`src/sv/u2g_pkg.sv`:
```
`timescale 1ns / 1ps
`default_nettype none

package u2g_pkg;

  localparam int unsigned QueueDepth = 2;

  typedef enum logic [1:0] {
    CMD_BYTE,
    CMD_GLYPH,
    CMD_LEAD,
    CMD_LEAD_BYTE
  } cmd_kind_t;

  typedef struct packed {
    cmd_kind_t  kind;
    logic [7:0] lead;
    logic [7:0] data;
    logic       last;
  } cmd_t;

  typedef struct packed {
    logic       hit;
    logic [7:0] small_glyph;
    logic [7:0] cap_glyph;
  } pair_t;

  localparam logic [7:0] LeadC3 = 8'hC3;
  localparam logic [7:0] LeadC4 = 8'hC4;
  localparam logic [7:0] LeadC5 = 8'hC5;
  localparam logic [7:0] LeadC8 = 8'hC8;

  localparam logic [7:0] LowerA  = 8'h61;
  localparam logic [7:0] LowerZ  = 8'h7A;
  localparam logic [7:0] CaseGap = 8'h20;

  function automatic logic is_lead(input logic [7:0] b);
    is_lead = (b == LeadC3) || (b == LeadC4) || (b == LeadC5) || (b == LeadC8);
  endfunction

  function automatic pair_t pair_lookup(input logic [7:0] lead, input logic [7:0] trail);
    pair_t r;
    r = '{hit: 1'b1, small_glyph: 8'h00, cap_glyph: 8'h00};
    case ({lead, trail})
      16'hC582: begin r.small_glyph = 8'hCF; r.cap_glyph = 8'hD0; end
      16'hC581: begin r.small_glyph = 8'hD0; r.cap_glyph = 8'hD0; end
      16'hC584: begin r.small_glyph = 8'hC0; r.cap_glyph = 8'hC1; end
      16'hC583: begin r.small_glyph = 8'hC1; r.cap_glyph = 8'hC1; end
      16'hC59B: begin r.small_glyph = 8'hCB; r.cap_glyph = 8'hCC; end
      16'hC59A: begin r.small_glyph = 8'hCC; r.cap_glyph = 8'hCC; end
      16'hC5BA: begin r.small_glyph = 8'hBB; r.cap_glyph = 8'hBC; end
      16'hC5B9: begin r.small_glyph = 8'hBC; r.cap_glyph = 8'hBC; end
      16'hC5BC: begin r.small_glyph = 8'hB9; r.cap_glyph = 8'hBA; end
      16'hC5BB: begin r.small_glyph = 8'hBA; r.cap_glyph = 8'hBA; end
      16'hC588: begin r.small_glyph = 8'hB4; r.cap_glyph = 8'hB3; end
      16'hC587: begin r.small_glyph = 8'hB3; r.cap_glyph = 8'hB3; end
      16'hC595: begin r.small_glyph = 8'hB6; r.cap_glyph = 8'hB5; end
      16'hC594: begin r.small_glyph = 8'hB5; r.cap_glyph = 8'hB5; end
      16'hC5A1: begin r.small_glyph = 8'hC3; r.cap_glyph = 8'hC2; end
      16'hC5A0: begin r.small_glyph = 8'hC2; r.cap_glyph = 8'hC2; end
      16'hC5A5: begin r.small_glyph = 8'hC6; r.cap_glyph = 8'hC5; end
      16'hC5A4: begin r.small_glyph = 8'hC5; r.cap_glyph = 8'hC5; end
      16'hC5BE: begin r.small_glyph = 8'hC8; r.cap_glyph = 8'hC7; end
      16'hC5BD: begin r.small_glyph = 8'hC7; r.cap_glyph = 8'hC7; end
      16'hC5AE: begin r.small_glyph = 8'hE8; r.cap_glyph = 8'h9D; end
      16'hC5AF: begin r.small_glyph = 8'h9D; r.cap_glyph = 8'h9D; end
      16'hC485: begin r.small_glyph = 8'hB8; r.cap_glyph = 8'hB7; end
      16'hC484: begin r.small_glyph = 8'hB7; r.cap_glyph = 8'hB7; end
      16'hC487: begin r.small_glyph = 8'hBD; r.cap_glyph = 8'hC4; end
      16'hC486: begin r.small_glyph = 8'hC4; r.cap_glyph = 8'hC4; end
      16'hC499: begin r.small_glyph = 8'hD6; r.cap_glyph = 8'hD7; end
      16'hC498: begin r.small_glyph = 8'hD7; r.cap_glyph = 8'hD7; end
      16'hC48D: begin r.small_glyph = 8'hCA; r.cap_glyph = 8'hC9; end
      16'hC48C: begin r.small_glyph = 8'hC9; r.cap_glyph = 8'hC9; end
      16'hC48E: begin r.small_glyph = 8'hD1; r.cap_glyph = 8'hCE; end
      16'hC48F: begin r.small_glyph = 8'hCE; r.cap_glyph = 8'hCE; end
      16'hC4BA: begin r.small_glyph = 8'hD3; r.cap_glyph = 8'hD2; end
      16'hC4B9: begin r.small_glyph = 8'hD2; r.cap_glyph = 8'hD2; end
      16'hC4BE: begin r.small_glyph = 8'hD5; r.cap_glyph = 8'hD4; end
      16'hC4BD: begin r.small_glyph = 8'hD4; r.cap_glyph = 8'hD4; end
      16'hC483: begin r.small_glyph = 8'hF4; r.cap_glyph = 8'hF5; end
      16'hC482: begin r.small_glyph = 8'hF5; r.cap_glyph = 8'hF5; end
      16'hC899: begin r.small_glyph = 8'hEF; r.cap_glyph = 8'hF0; end
      16'hC898: begin r.small_glyph = 8'hF0; r.cap_glyph = 8'hF0; end
      16'hC89B: begin r.small_glyph = 8'hF1; r.cap_glyph = 8'hF2; end
      16'hC89A: begin r.small_glyph = 8'hF2; r.cap_glyph = 8'hF2; end
      16'hC3B3: begin r.small_glyph = 8'hBE; r.cap_glyph = 8'hBF; end
      16'hC393: begin r.small_glyph = 8'hBF; r.cap_glyph = 8'hBF; end
      16'hC3A4: begin r.small_glyph = 8'h84; r.cap_glyph = 8'h8E; end
      16'hC3B6: begin r.small_glyph = 8'h94; r.cap_glyph = 8'h99; end
      16'hC3BC: begin r.small_glyph = 8'h81; r.cap_glyph = 8'h9A; end
      16'hC384: begin r.small_glyph = 8'h8E; r.cap_glyph = 8'h8E; end
      16'hC396: begin r.small_glyph = 8'h99; r.cap_glyph = 8'h99; end
      16'hC39C: begin r.small_glyph = 8'h9A; r.cap_glyph = 8'h9A; end
      16'hC39F: begin r.small_glyph = 8'hE1; r.cap_glyph = 8'hE1; end
      16'hC3A5: begin r.small_glyph = 8'h86; r.cap_glyph = 8'h8F; end
      16'hC385: begin r.small_glyph = 8'h8F; r.cap_glyph = 8'h8F; end
      16'hC3A1: begin r.small_glyph = 8'hD9; r.cap_glyph = 8'hD8; end
      16'hC381: begin r.small_glyph = 8'hD8; r.cap_glyph = 8'hD8; end
      16'hC3A9: begin r.small_glyph = 8'h82; r.cap_glyph = 8'h90; end
      16'hC389: begin r.small_glyph = 8'h90; r.cap_glyph = 8'h90; end
      16'hC3AD: begin r.small_glyph = 8'hDB; r.cap_glyph = 8'hDA; end
      16'hC38D: begin r.small_glyph = 8'hDA; r.cap_glyph = 8'hDA; end
      16'hC3B4: begin r.small_glyph = 8'hDD; r.cap_glyph = 8'hDC; end
      16'hC394: begin r.small_glyph = 8'hDC; r.cap_glyph = 8'hDC; end
      16'hC3BA: begin r.small_glyph = 8'hDF; r.cap_glyph = 8'hDE; end
      16'hC39A: begin r.small_glyph = 8'hDE; r.cap_glyph = 8'hDE; end
      16'hC3BD: begin r.small_glyph = 8'hE3; r.cap_glyph = 8'hE2; end
      16'hC39D: begin r.small_glyph = 8'hE2; r.cap_glyph = 8'hE2; end
      16'hC3A2: begin r.small_glyph = 8'h83; r.cap_glyph = 8'hEE; end
      16'hC382: begin r.small_glyph = 8'hEE; r.cap_glyph = 8'hEE; end
      16'hC3AE: begin r.small_glyph = 8'hED; r.cap_glyph = 8'hF3; end
      16'hC38E: begin r.small_glyph = 8'hF3; r.cap_glyph = 8'hF3; end
      default:  r.hit = 1'b0;
    endcase
    pair_lookup = r;
  endfunction

endpackage

`default_nettype wire

```
`src/sv/u2g_front.sv`:
```
`timescale 1ns / 1ps
`default_nettype none

module u2g_front
  import u2g_pkg::*;
(
  input  wire logic       clk,
  input  wire logic       rst,
  input  wire logic       in_valid,
  input  wire logic       queue_full,
  input  wire logic [7:0] in_byte,
  input  wire logic       in_last,
  output logic            in_ready,
  output logic            push,
  output cmd_t            push_cmd
);

  logic       lead_held;
  logic       lead_held_next;
  logic [7:0] held_lead_byte;
  logic [7:0] held_lead_byte_next;
  logic       accept;
  logic       starts_pair;
  pair_t      pair;

  assign in_ready    = !queue_full;
  assign accept      = in_valid && in_ready;
  assign starts_pair = is_lead(in_byte) && !in_last;
  assign pair        = pair_lookup(held_lead_byte, in_byte);

  always_comb begin
    lead_held_next      = lead_held;
    held_lead_byte_next = held_lead_byte;
    push                = 1'b0;
    push_cmd.kind       = CMD_BYTE;
    push_cmd.lead       = held_lead_byte;
    push_cmd.data       = in_byte;
    push_cmd.last       = in_last;
    if (accept) begin
      if (lead_held) begin
        lead_held_next = 1'b0;
        push           = 1'b1;
        if (pair.hit) begin
          push_cmd.kind = CMD_GLYPH;
        end else if (starts_pair) begin
          push_cmd.kind       = CMD_LEAD;
          lead_held_next      = 1'b1;
          held_lead_byte_next = in_byte;
        end else begin
          push_cmd.kind = CMD_LEAD_BYTE;
        end
      end else if (starts_pair) begin
        lead_held_next      = 1'b1;
        held_lead_byte_next = in_byte;
      end else begin
        push = 1'b1;
      end
    end
  end

  always_ff @(posedge clk) begin
    if (rst) begin
      lead_held      <= 1'b0;
      held_lead_byte <= 8'h00;
    end else begin
      lead_held      <= lead_held_next;
      held_lead_byte <= held_lead_byte_next;
    end
  end

endmodule

`default_nettype wire

```
`src/sv/u2g_queue.sv`:
```
`timescale 1ns / 1ps
`default_nettype none

module u2g_queue
  import u2g_pkg::*;
(
  input  wire logic clk,
  input  wire logic rst,
  input  wire logic push,
  input  wire cmd_t push_cmd,
  input  wire logic pop,
  output logic      full,
  output logic      not_empty,
  output cmd_t      head
);

  localparam int unsigned PtrW = $clog2(QueueDepth);
  localparam int unsigned CntW = $clog2(QueueDepth + 1);

  cmd_t            slots [QueueDepth];
  logic [PtrW-1:0] wr_ptr;
  logic [PtrW-1:0] rd_ptr;
  logic [CntW-1:0] count;

  assign full      = (count == CntW'(QueueDepth));
  assign not_empty = (count != '0);
  assign head      = slots[rd_ptr];

  always_ff @(posedge clk) begin
    if (push) begin
      slots[wr_ptr] <= push_cmd;
    end
  end

  always_ff @(posedge clk) begin
    if (rst) begin
      wr_ptr <= '0;
      rd_ptr <= '0;
      count  <= '0;
    end else begin
      if (push) begin
        wr_ptr <= (wr_ptr == PtrW'(QueueDepth - 1)) ? '0 : wr_ptr + 1'b1;
      end
      if (pop) begin
        rd_ptr <= (rd_ptr == PtrW'(QueueDepth - 1)) ? '0 : rd_ptr + 1'b1;
      end
      case ({push, pop})
        2'b10:   count <= count + 1'b1;
        2'b01:   count <= count - 1'b1;
        default: count <= count;
      endcase
    end
  end

endmodule

`default_nettype wire

```
`src/sv/u2g_back.sv`:
```
`timescale 1ns / 1ps
`default_nettype none

module u2g_back
  import u2g_pkg::*;
(
  input  wire logic       clk,
  input  wire logic       rst,
  input  wire logic       uppercase_mode,
  input  wire logic       not_empty,
  input  wire cmd_t       head,
  output logic            pop,
  output logic            out_valid,
  input  wire logic       out_ready,
  output logic [7:0]      glyph,
  output logic            out_last
);

  logic       second;
  logic       second_next;
  logic       load;
  logic [7:0] sel_glyph;
  logic       sel_last;
  logic [7:0] byte_out;
  pair_t      pair;

  assign load = not_empty && (!out_valid || out_ready);
  assign pair = pair_lookup(head.lead, head.data);

  always_comb begin
    byte_out = head.data;
    if (uppercase_mode && (head.data >= LowerA) && (head.data <= LowerZ)) begin
      byte_out = head.data - CaseGap;
    end
  end

  always_comb begin
    sel_glyph   = byte_out;
    sel_last    = head.last;
    pop         = load;
    second_next = second;
    case (head.kind)
      CMD_BYTE: begin
      end
      CMD_GLYPH: begin
        sel_glyph = uppercase_mode ? pair.cap_glyph : pair.small_glyph;
      end
      CMD_LEAD: begin
        sel_glyph = head.lead;
        sel_last  = 1'b0;
      end
      CMD_LEAD_BYTE: begin
        if (!second) begin
          sel_glyph = head.lead;
          sel_last  = 1'b0;
          pop       = 1'b0;
        end
      end
      default: begin
      end
    endcase
    if (load) begin
      second_next = (head.kind == CMD_LEAD_BYTE) && !second;
    end
  end

  always_ff @(posedge clk) begin
    if (rst) begin
      second    <= 1'b0;
      out_valid <= 1'b0;
    end else begin
      second <= second_next;
      if (load) begin
        out_valid <= 1'b1;
      end else if (out_ready) begin
        out_valid <= 1'b0;
      end
    end
  end

  always_ff @(posedge clk) begin
    if (load) begin
      glyph    <= sel_glyph;
      out_last <= sel_last;
    end
  end

endmodule

`default_nettype wire

```
`src/sv/utf8_to_glyph_transcoder.sv`:
```
`timescale 1ns / 1ps
`default_nettype none

// UTF-8 to display-glyph transcoder. Bytes enter on the s_ stream one per cycle; an
// accented-letter lead byte (C3, C4, C5, C8) not flagged last is held until the next
// byte shows whether the pair folds into one glyph. Input is taken at one byte per cycle
// while the two-entry command queue has room; the output register issues one byte per
// cycle while m_tready allows, so a byte that releases an unmatched lead together with
// itself leaves as two output bytes. The first result goes through the command queue
// and then the output register to m_. cfg_data selects uppercase mode and is always
// ready; write it only while the block is idle.

module utf8_to_glyph_transcoder
  import u2g_pkg::*;
(
  input  wire logic       clk,
  input  wire logic       rst,
  input  wire logic       s_tvalid,
  output logic            s_tready,
  input  wire logic [7:0] s_tdata,   // [7:0] in_byte
  input  wire logic       s_tlast,   // in_last
  output logic            m_tvalid,
  input  wire logic       m_tready,
  output logic [7:0]      m_tdata,   // [7:0] glyph
  output logic            m_tlast,   // out_last
  input  wire logic       cfg_valid,
  output logic            cfg_ready,
  input  wire logic       cfg_data   // uppercase_mode
);

  logic uppercase_mode;
  logic push;
  logic pop;
  logic full;
  logic not_empty;
  cmd_t push_cmd;
  cmd_t head;

  assign cfg_ready = 1'b1;

  always_ff @(posedge clk) begin
    if (rst) begin
      uppercase_mode <= 1'b0;
    end else if (cfg_valid && cfg_ready) begin
      uppercase_mode <= cfg_data;
    end
  end

  u2g_front u_front (
    .clk        (clk),
    .rst        (rst),
    .in_valid   (s_tvalid),
    .queue_full (full),
    .in_byte    (s_tdata),
    .in_last    (s_tlast),
    .in_ready   (s_tready),
    .push       (push),
    .push_cmd   (push_cmd)
  );

  u2g_queue u_queue (
    .clk       (clk),
    .rst       (rst),
    .push      (push),
    .push_cmd  (push_cmd),
    .pop       (pop),
    .full      (full),
    .not_empty (not_empty),
    .head      (head)
  );

  u2g_back u_back (
    .clk            (clk),
    .rst            (rst),
    .uppercase_mode (uppercase_mode),
    .not_empty      (not_empty),
    .head           (head),
    .pop            (pop),
    .out_valid      (m_tvalid),
    .out_ready      (m_tready),
    .glyph          (m_tdata),
    .out_last       (m_tlast)
  );

endmodule

`default_nettype wire

```
`config.mk`:
```
export PLATFORM = sky130hd
export DESIGN_NAME = utf8_to_glyph_transcoder
export DESIGN_NICKNAME = d
export VERILOG_FILES = /design/src/sv/u2g_pkg.sv /design/src/sv/u2g_front.sv /design/src/sv/u2g_queue.sv /design/src/sv/u2g_back.sv /design/src/sv/utf8_to_glyph_transcoder.sv
export SDC_FILE = /design/constraint.sdc
export NUM_CORES = 1
export LEC_CHECK = 0
export BUFFER_PORTS_ARGS = -buffer_cell sky130_fd_sc_hd__buf_4
export CORE_ASPECT_RATIO = 0.9
export CORE_UTILIZATION = 60
export DETAILED_ROUTE_END_ITERATION = 8
export PLACE_DENSITY_LB_ADDON = 0.15
export SKIP_LAST_GASP = 1
export SYNTH_ARGS = -nofsm -noshare
export SYNTH_HDL_FRONTEND = slang
export SYNTH_SLANG_ARGS = --single-unit
```
`constraint.sdc`:
```
create_clock -name clk -period 5.63 [get_ports clk]
set_input_delay 1.126 -clock clk [delete_from_list [all_inputs] [get_ports clk]]
set_output_delay 1.126 -clock clk [all_outputs]
set_load 0.1 [all_outputs]
```
Word level (Yosys, flattened, before mapping)

Memory sizes are Yosys's and may differ from the RTL's. A register that Yosys moved wholly into a read port is not among the register bits.
Index checks and enable logic that the tools add are counted.

Bits of input ports: 15
RAM bits: 38
Bits in latches: 0
Bits in registers: 25
Memory bits (read-only): 0
Word-level logic and storage cells: 218
Memories kept: 1

Memories:

| name          | words | bits a word | rd ports | clocked after memory_dff | write ports | line            | source |
|---|---|---|---|---|---|---|---|
| u_queue.slots | 2     | 19          | 1        | 1                        | 1           | u2g_queue.sv:20 | `cmd_t slots [QueueDepth];` |

Bitwise gates (word level): 0
Order comparisons: 2
Reduce and logical (&&, ||, !) cells: 19
Muxes and demuxes: 32
Div/mod/pow operators: 0
$add $sub $neg: 5
Shift-type cells: 0
Eq/ne operators: 149
$mul: 0

Operator list:

| operator             | count |
|---|---|
| $eq 16x16->1 const B | 138 |
| $pmux 16 s69         | 1 |
| $reduce_or 69->1     | 1 |
| $mux 8               | 6 |
| $eq 8x8->1 const B   | 4 |
| $pmux 8 s3           | 1 |
| $mux 1               | 19 |
| $eq 2x2->1 const B   | 4 |
| $ge 8x7->1 const B   | 1 |
| $le 8x7->1 const B   | 1 |
| $sub 8x6->8 const B  | 1 |
| $logic_and 1x1->1    | 6 |
| $mux 2               | 3 |
| $reduce_bool 2->1    | 3 |
| $eq 2x1->1 const B   | 2 |
| $logic_not 1->1      | 4 |
| $logic_or 1x1->1     | 4 |
| $pmux 2 s2           | 1 |
| $add 1x1->1 const B  | 2 |
| $add 2x1->2 const B  | 1 |
| $ne 2x2->1 const B   | 1 |
| $pmux 1 s2           | 1 |
| $reduce_and 2->1     | 1 |
| $sub 2x1->2 const B  | 1 |

Depth between registers and ports, before layout

Depth in word-level cells: 10
Depth in mapped cells: 12
Gate-level depth less buffers: 10

Modules after synthesis

Synthesis repeated with hierarchy kept, for this count alone.

Cells, all modules: 638
Area total of the unflattened synthesis: 5,582.9 um^2

By module, submodules not included:

| module                   | area each (um^2) | cells an instance | times used | seq. area each (um^2) |
|---|---|---|---|---|
| u2g_back                 | 3,007.9          | 432               | 1          | 310.3 |
| u2g_queue                | 1,575.3          | 81                | 1          | 1,241.2 |
| u2g_front                | 954.7            | 120               | 1          | 180.2 |
| utf8_to_glyph_transcoder | 45.0             | 5                 | 1          | 20.0 |

Worst setup path after synthesis

No wires, ideal clock.

Path type: input to register
From: input port s_tdata[3]
To: memory u_queue.slots[0][0] in the netlist's numbering (enable)
Data arrival time: 2.884 ns
Cell stages on the path: 7
Required time: 5.235 ns
Slack: 2.351 ns
Setup time: 0.395 ns
Path through: clkbuf_1 > inv_1 > a21oi_1 > o21ai_0 > nand2_1 > o21ai_0 > nor2_1

Word-level cells in the longest chain between the ends: 10

RTL lines:

| element                        | line                           | source |
|---|---|---|
| start, declared                | utf8_to_glyph_transcoder.sv:20 | `input wire logic [7:0] s_tdata,` |
| $eq 8x8->1                     | u2g_pkg.sv:38                  | `is_lead = (b == LeadC3) \|\| (b == LeadC4) \|\| (b == LeadC5) \|\| (b == LeadC8);` |
| $logic_or 1x1->1 (2 in series) | u2g_pkg.sv:38                  |  |
| $logic_or 1x1->1 *             | u2g_pkg.sv:38                  |  |
| $logic_and 1x1->1 *            | u2g_front.sv:28                | `assign starts_pair = is_lead(in_byte) && !in_last;` |
| $mux 1 *                       | u2g_front.sv:52                | `end else if (starts_pair) begin` |
| $mux 1 *                       | u2g_front.sv:40                | `if (lead_held) begin` |
| $mux 1 *                       | u2g_front.sv:39                | `if (accept) begin` |
| $mux 1 *                       | u2g_queue.sv:30                | `if (push) begin` |
| $mux 1 (implied by the code) * | u2g_queue.sv:31                | `slots[wr_ptr] <= push_cmd;` |
| end, declared                  | u2g_queue.sv:20                |  |

Mark *: on every way between the ends. The rest lies on a longest branch, timed or not.

==> run metrics <==
CP required=5.77 ns; CTS Buf Count=9; Antenna Cells=0; Crit. End Element=flip-flop; Worst Setup Path Type=reg -> reg; Post-synth top flop=edfxtp_1; VDD IR max=276 uV; placer congestion estimate=1.27; die width=99.8 um; R2R cell count=9; Slew HR=28.9%; Power Density=456 nW/um^2; Clock Skews=0.0194 ns; RSZ-0062 raised after global routing=false; cell area after synthesis=5170 um^2; critical path endpoint=u_back.glyph[3]$_DFFE_PP_; share of cells above drive strength 1=14.7%; failing checks=design-rule violations; Final HPWL DP=13,700 um; Remaining DRCs=77; synth-to-layout area growth=8.86%; global-route wire length before repair=29,900 um; Synth Warn #=0; initial DRC count=1,188; Skew-Pair Late Insertion Delay=0.35 ns; Max clock buf depth=2; total congestion overflow=0; antenna viol nets, final=0; post_cts resized=0; CP max FO=38; Die Ht=90.1 um; Final Cycle Share=73.6%; final setup vio count=0; vias per cell=7.65; antenna violations before repair=0; Reg clk slew, reported paths=0.09 ns; Syn Nets=623; most frequent cells in the layout=58 x nand2_1, 57 x nor2_1, 48 x a21oi_1; root cell of the clock tree=clkbuf_8; WL/cell=26.1 um; htree depth=3; Ports=27; TritonRoute pass-1 iters=9; Post-CTS Setup Inserts=0; Slew @ Worst Pin=1.06 ns; worst r2r dst=u_back.glyph[3]$_DFFE_PP_; Buffers on Ports=25; # clock sinks=64; number of global-route vias before repair=5,333; Initial Util=63.2%; Setup TNS=0 ns; Setup WS post-layout=1.49 ns; post-synthesis async set-or-reset flop share=0%; cell count after synthesis=606; minimum clock period after layout=4.14 ns; Leakage Power=1.90 nW; Place WS=1.66 ns; count of cell types in the netlist=88; vias=5,657; CTS Hold Bufs=0; Avg Cell Area, Syn=8.53 um^2; Fin. Hold Viols=0; Post-synth EDFFs=47; total track usage=44.0%; die area=8990 um^2; Final Net Count=636; Seq/Total Area, Yosys=33.9%; Worst setup SP type=flip-flop; Pins Over Slew Limit=0; most common cell after layout, fill and taps aside=nand2_1; setup slack, reg-to-reg=1.49 ns; Max Cap Violations=0; status=complete, but fails checks; WL final=19,300 um; Core Area=8180 um^2; fmax=241 MHz; Min-Delay Path Class=reg -> reg; CTS tree=done; largest net degree at the start of global routing=39; Rows=31; Synth Register Bits=64; Util after Layout=68.8%; Worst Path Arrival=4.28 ns
synth_stat cells (all sizes together) (4+ instances only):
| cell type | count | share of area (%) |
|---|---|---|
| nand2 | 58 | 4.2 |
| nor2 | 57 | 4.1 |
| or3 | 7 | 0.85 |
| a211oi | 6 | 0.97 |
| mux2 | 8 | 1.9 |
| nand2b | 8 | 0.97 |
| a31oi | 8 | 0.97 |
| nand3b | 9 | 1.6 |
| nor4bb | 5 | 0.97 |
| a2111oi | 4 | 0.68 |
| clkbuf | 15 | 1.1 |
| nor3 | 16 | 1.5 |
| o221ai | 5 | 0.85 |
| or4b | 4 | 0.85 |
| and3b | 4 | 0.75 |
| and2 | 6 | 0.73 |
| xnor2 | 4 | 0.68 |
| nor3b | 4 | 0.68 |
| a22oi | 15 | 2.4 |
| a21oi | 49 | 4.8 |
| o22ai | 19 | 2.8 |
| a32oi | 7 | 1.2 |
| mux2i | 15 | 2.9 |
| buf | 14 | 2.1 |
| nor4 | 8 | 0.97 |
| edfxtp | 47 | 27 |
| o211ai | 9 | 1.3 |
| nand4 | 6 | 0.73 |
| a22o | 4 | 0.68 |
| o21ai | 50 | 5.1 |
| a21boi | 6 | 0.87 |
| nand3 | 30 | 3.0 |
| inv | 18 | 1.3 |
| dfxtp | 17 | 6.6 |
| or3b | 9 | 1.5 |
flip-flops by register name (all words and copies together) (netlist names), named ones only:
register / flops
u_back.glyph: 8
u_queue.count: 2
u_back.second: 1
u_queue.slots: 38
u_queue.wr_ptr: 1
u_front.lead_held: 1
u_queue.rd_ptr: 1
uppercase_mode: 1
u_back.out_last: 1
u_back.out_valid: 1
u_front.held_lead_byte: 8
power breakdown:
part,internal (mW),switching (mW)
Combinational,0.363,0.961
Clock,0.282,0.204
Sequential,0.634,0.121
through the flow:
stage / power [mW] / hold slack, ns / instances / instance area [um^2]
global placement: 1.99 / 0.454 / 723 / 5380
detailed placement: 2.01 / 0.470 / 723 / 5380
global route: 2.65 / 0.521 / 739 / 5630
CTS: 2.50 / 0.514 / 739 / 5630
finish: 2.57 / 0.516 / 739 / 5630
floorplan: 1.71 / 0.440 / 606 / 5170
critical path, cell delays in order (launching register included):
cell and delay, ns:
dfxtp_2 0.83, buf_4 0.43, or3b_2 0.53, a22oi_1 0.75, nand2_1 0.21, and3_1 0.28
a31oi_1 0.18, or4b_4 0.19, o311ai_4 0.16, a222oi_1 0.35
kinds of logic after synthesis:
kind of cell	after synthesis	share of synthesized area (%)
xor+xnor	7	1.19
simple gates	245	25.9
mux	23	4.79
buf+inv	47	4.48
other cells	1	0.0725
compound gates	216	29.0
flops	64	33.9
fa+ha+maj	3	0.678
layer usage:
metal  up-vias  share of wire (%)  global-route usage [%]
met5         -                  0                       0
met4         0                7.8                    24.6
met3       172                 13                    15.6
met2       554                 44                    67.4
li1       2411                  -                       -
met1      2520                 36                    53.6
layout make-up:
cell class	instances	area [um^2]
well taps	115	144
clock inverters	6	95.1
clock buffers	10	149
multi-input cells	495	3190
inverters	18	67.6
flip-flops and latches	64	1750
repair buffers	31	233
fillers	628	2560
how the worst min path moves through the flow:
stage                                                      start  cells after the start  slack [ns]                                endpoint
after global placement    u_front.held_lead_byte[4]$_SDFFE_PP0P_                      0        0.45          u_queue.slots[0][13]$_DFFE_PP_
after CTS                          u_back.out_valid$_SDFFE_PP0P_                      2        0.51           u_back.out_valid$_SDFFE_PP0P_
after detailed placement  u_front.held_lead_byte[7]$_SDFFE_PP0P_                      0        0.47          u_queue.slots[1][16]$_DFFE_PP_
final                     u_front.held_lead_byte[7]$_SDFFE_PP0P_                      0        0.52          u_queue.slots[1][16]$_DFFE_PP_
after floorplan           u_front.held_lead_byte[4]$_SDFFE_PP0P_                      0        0.44          u_queue.slots[0][13]$_DFFE_PP_
after global routing      u_front.held_lead_byte[6]$_SDFFE_PP0P_                      2        0.52  u_front.held_lead_byte[6]$_SDFFE_PP0P_
(Power assumes the default switching activity.)
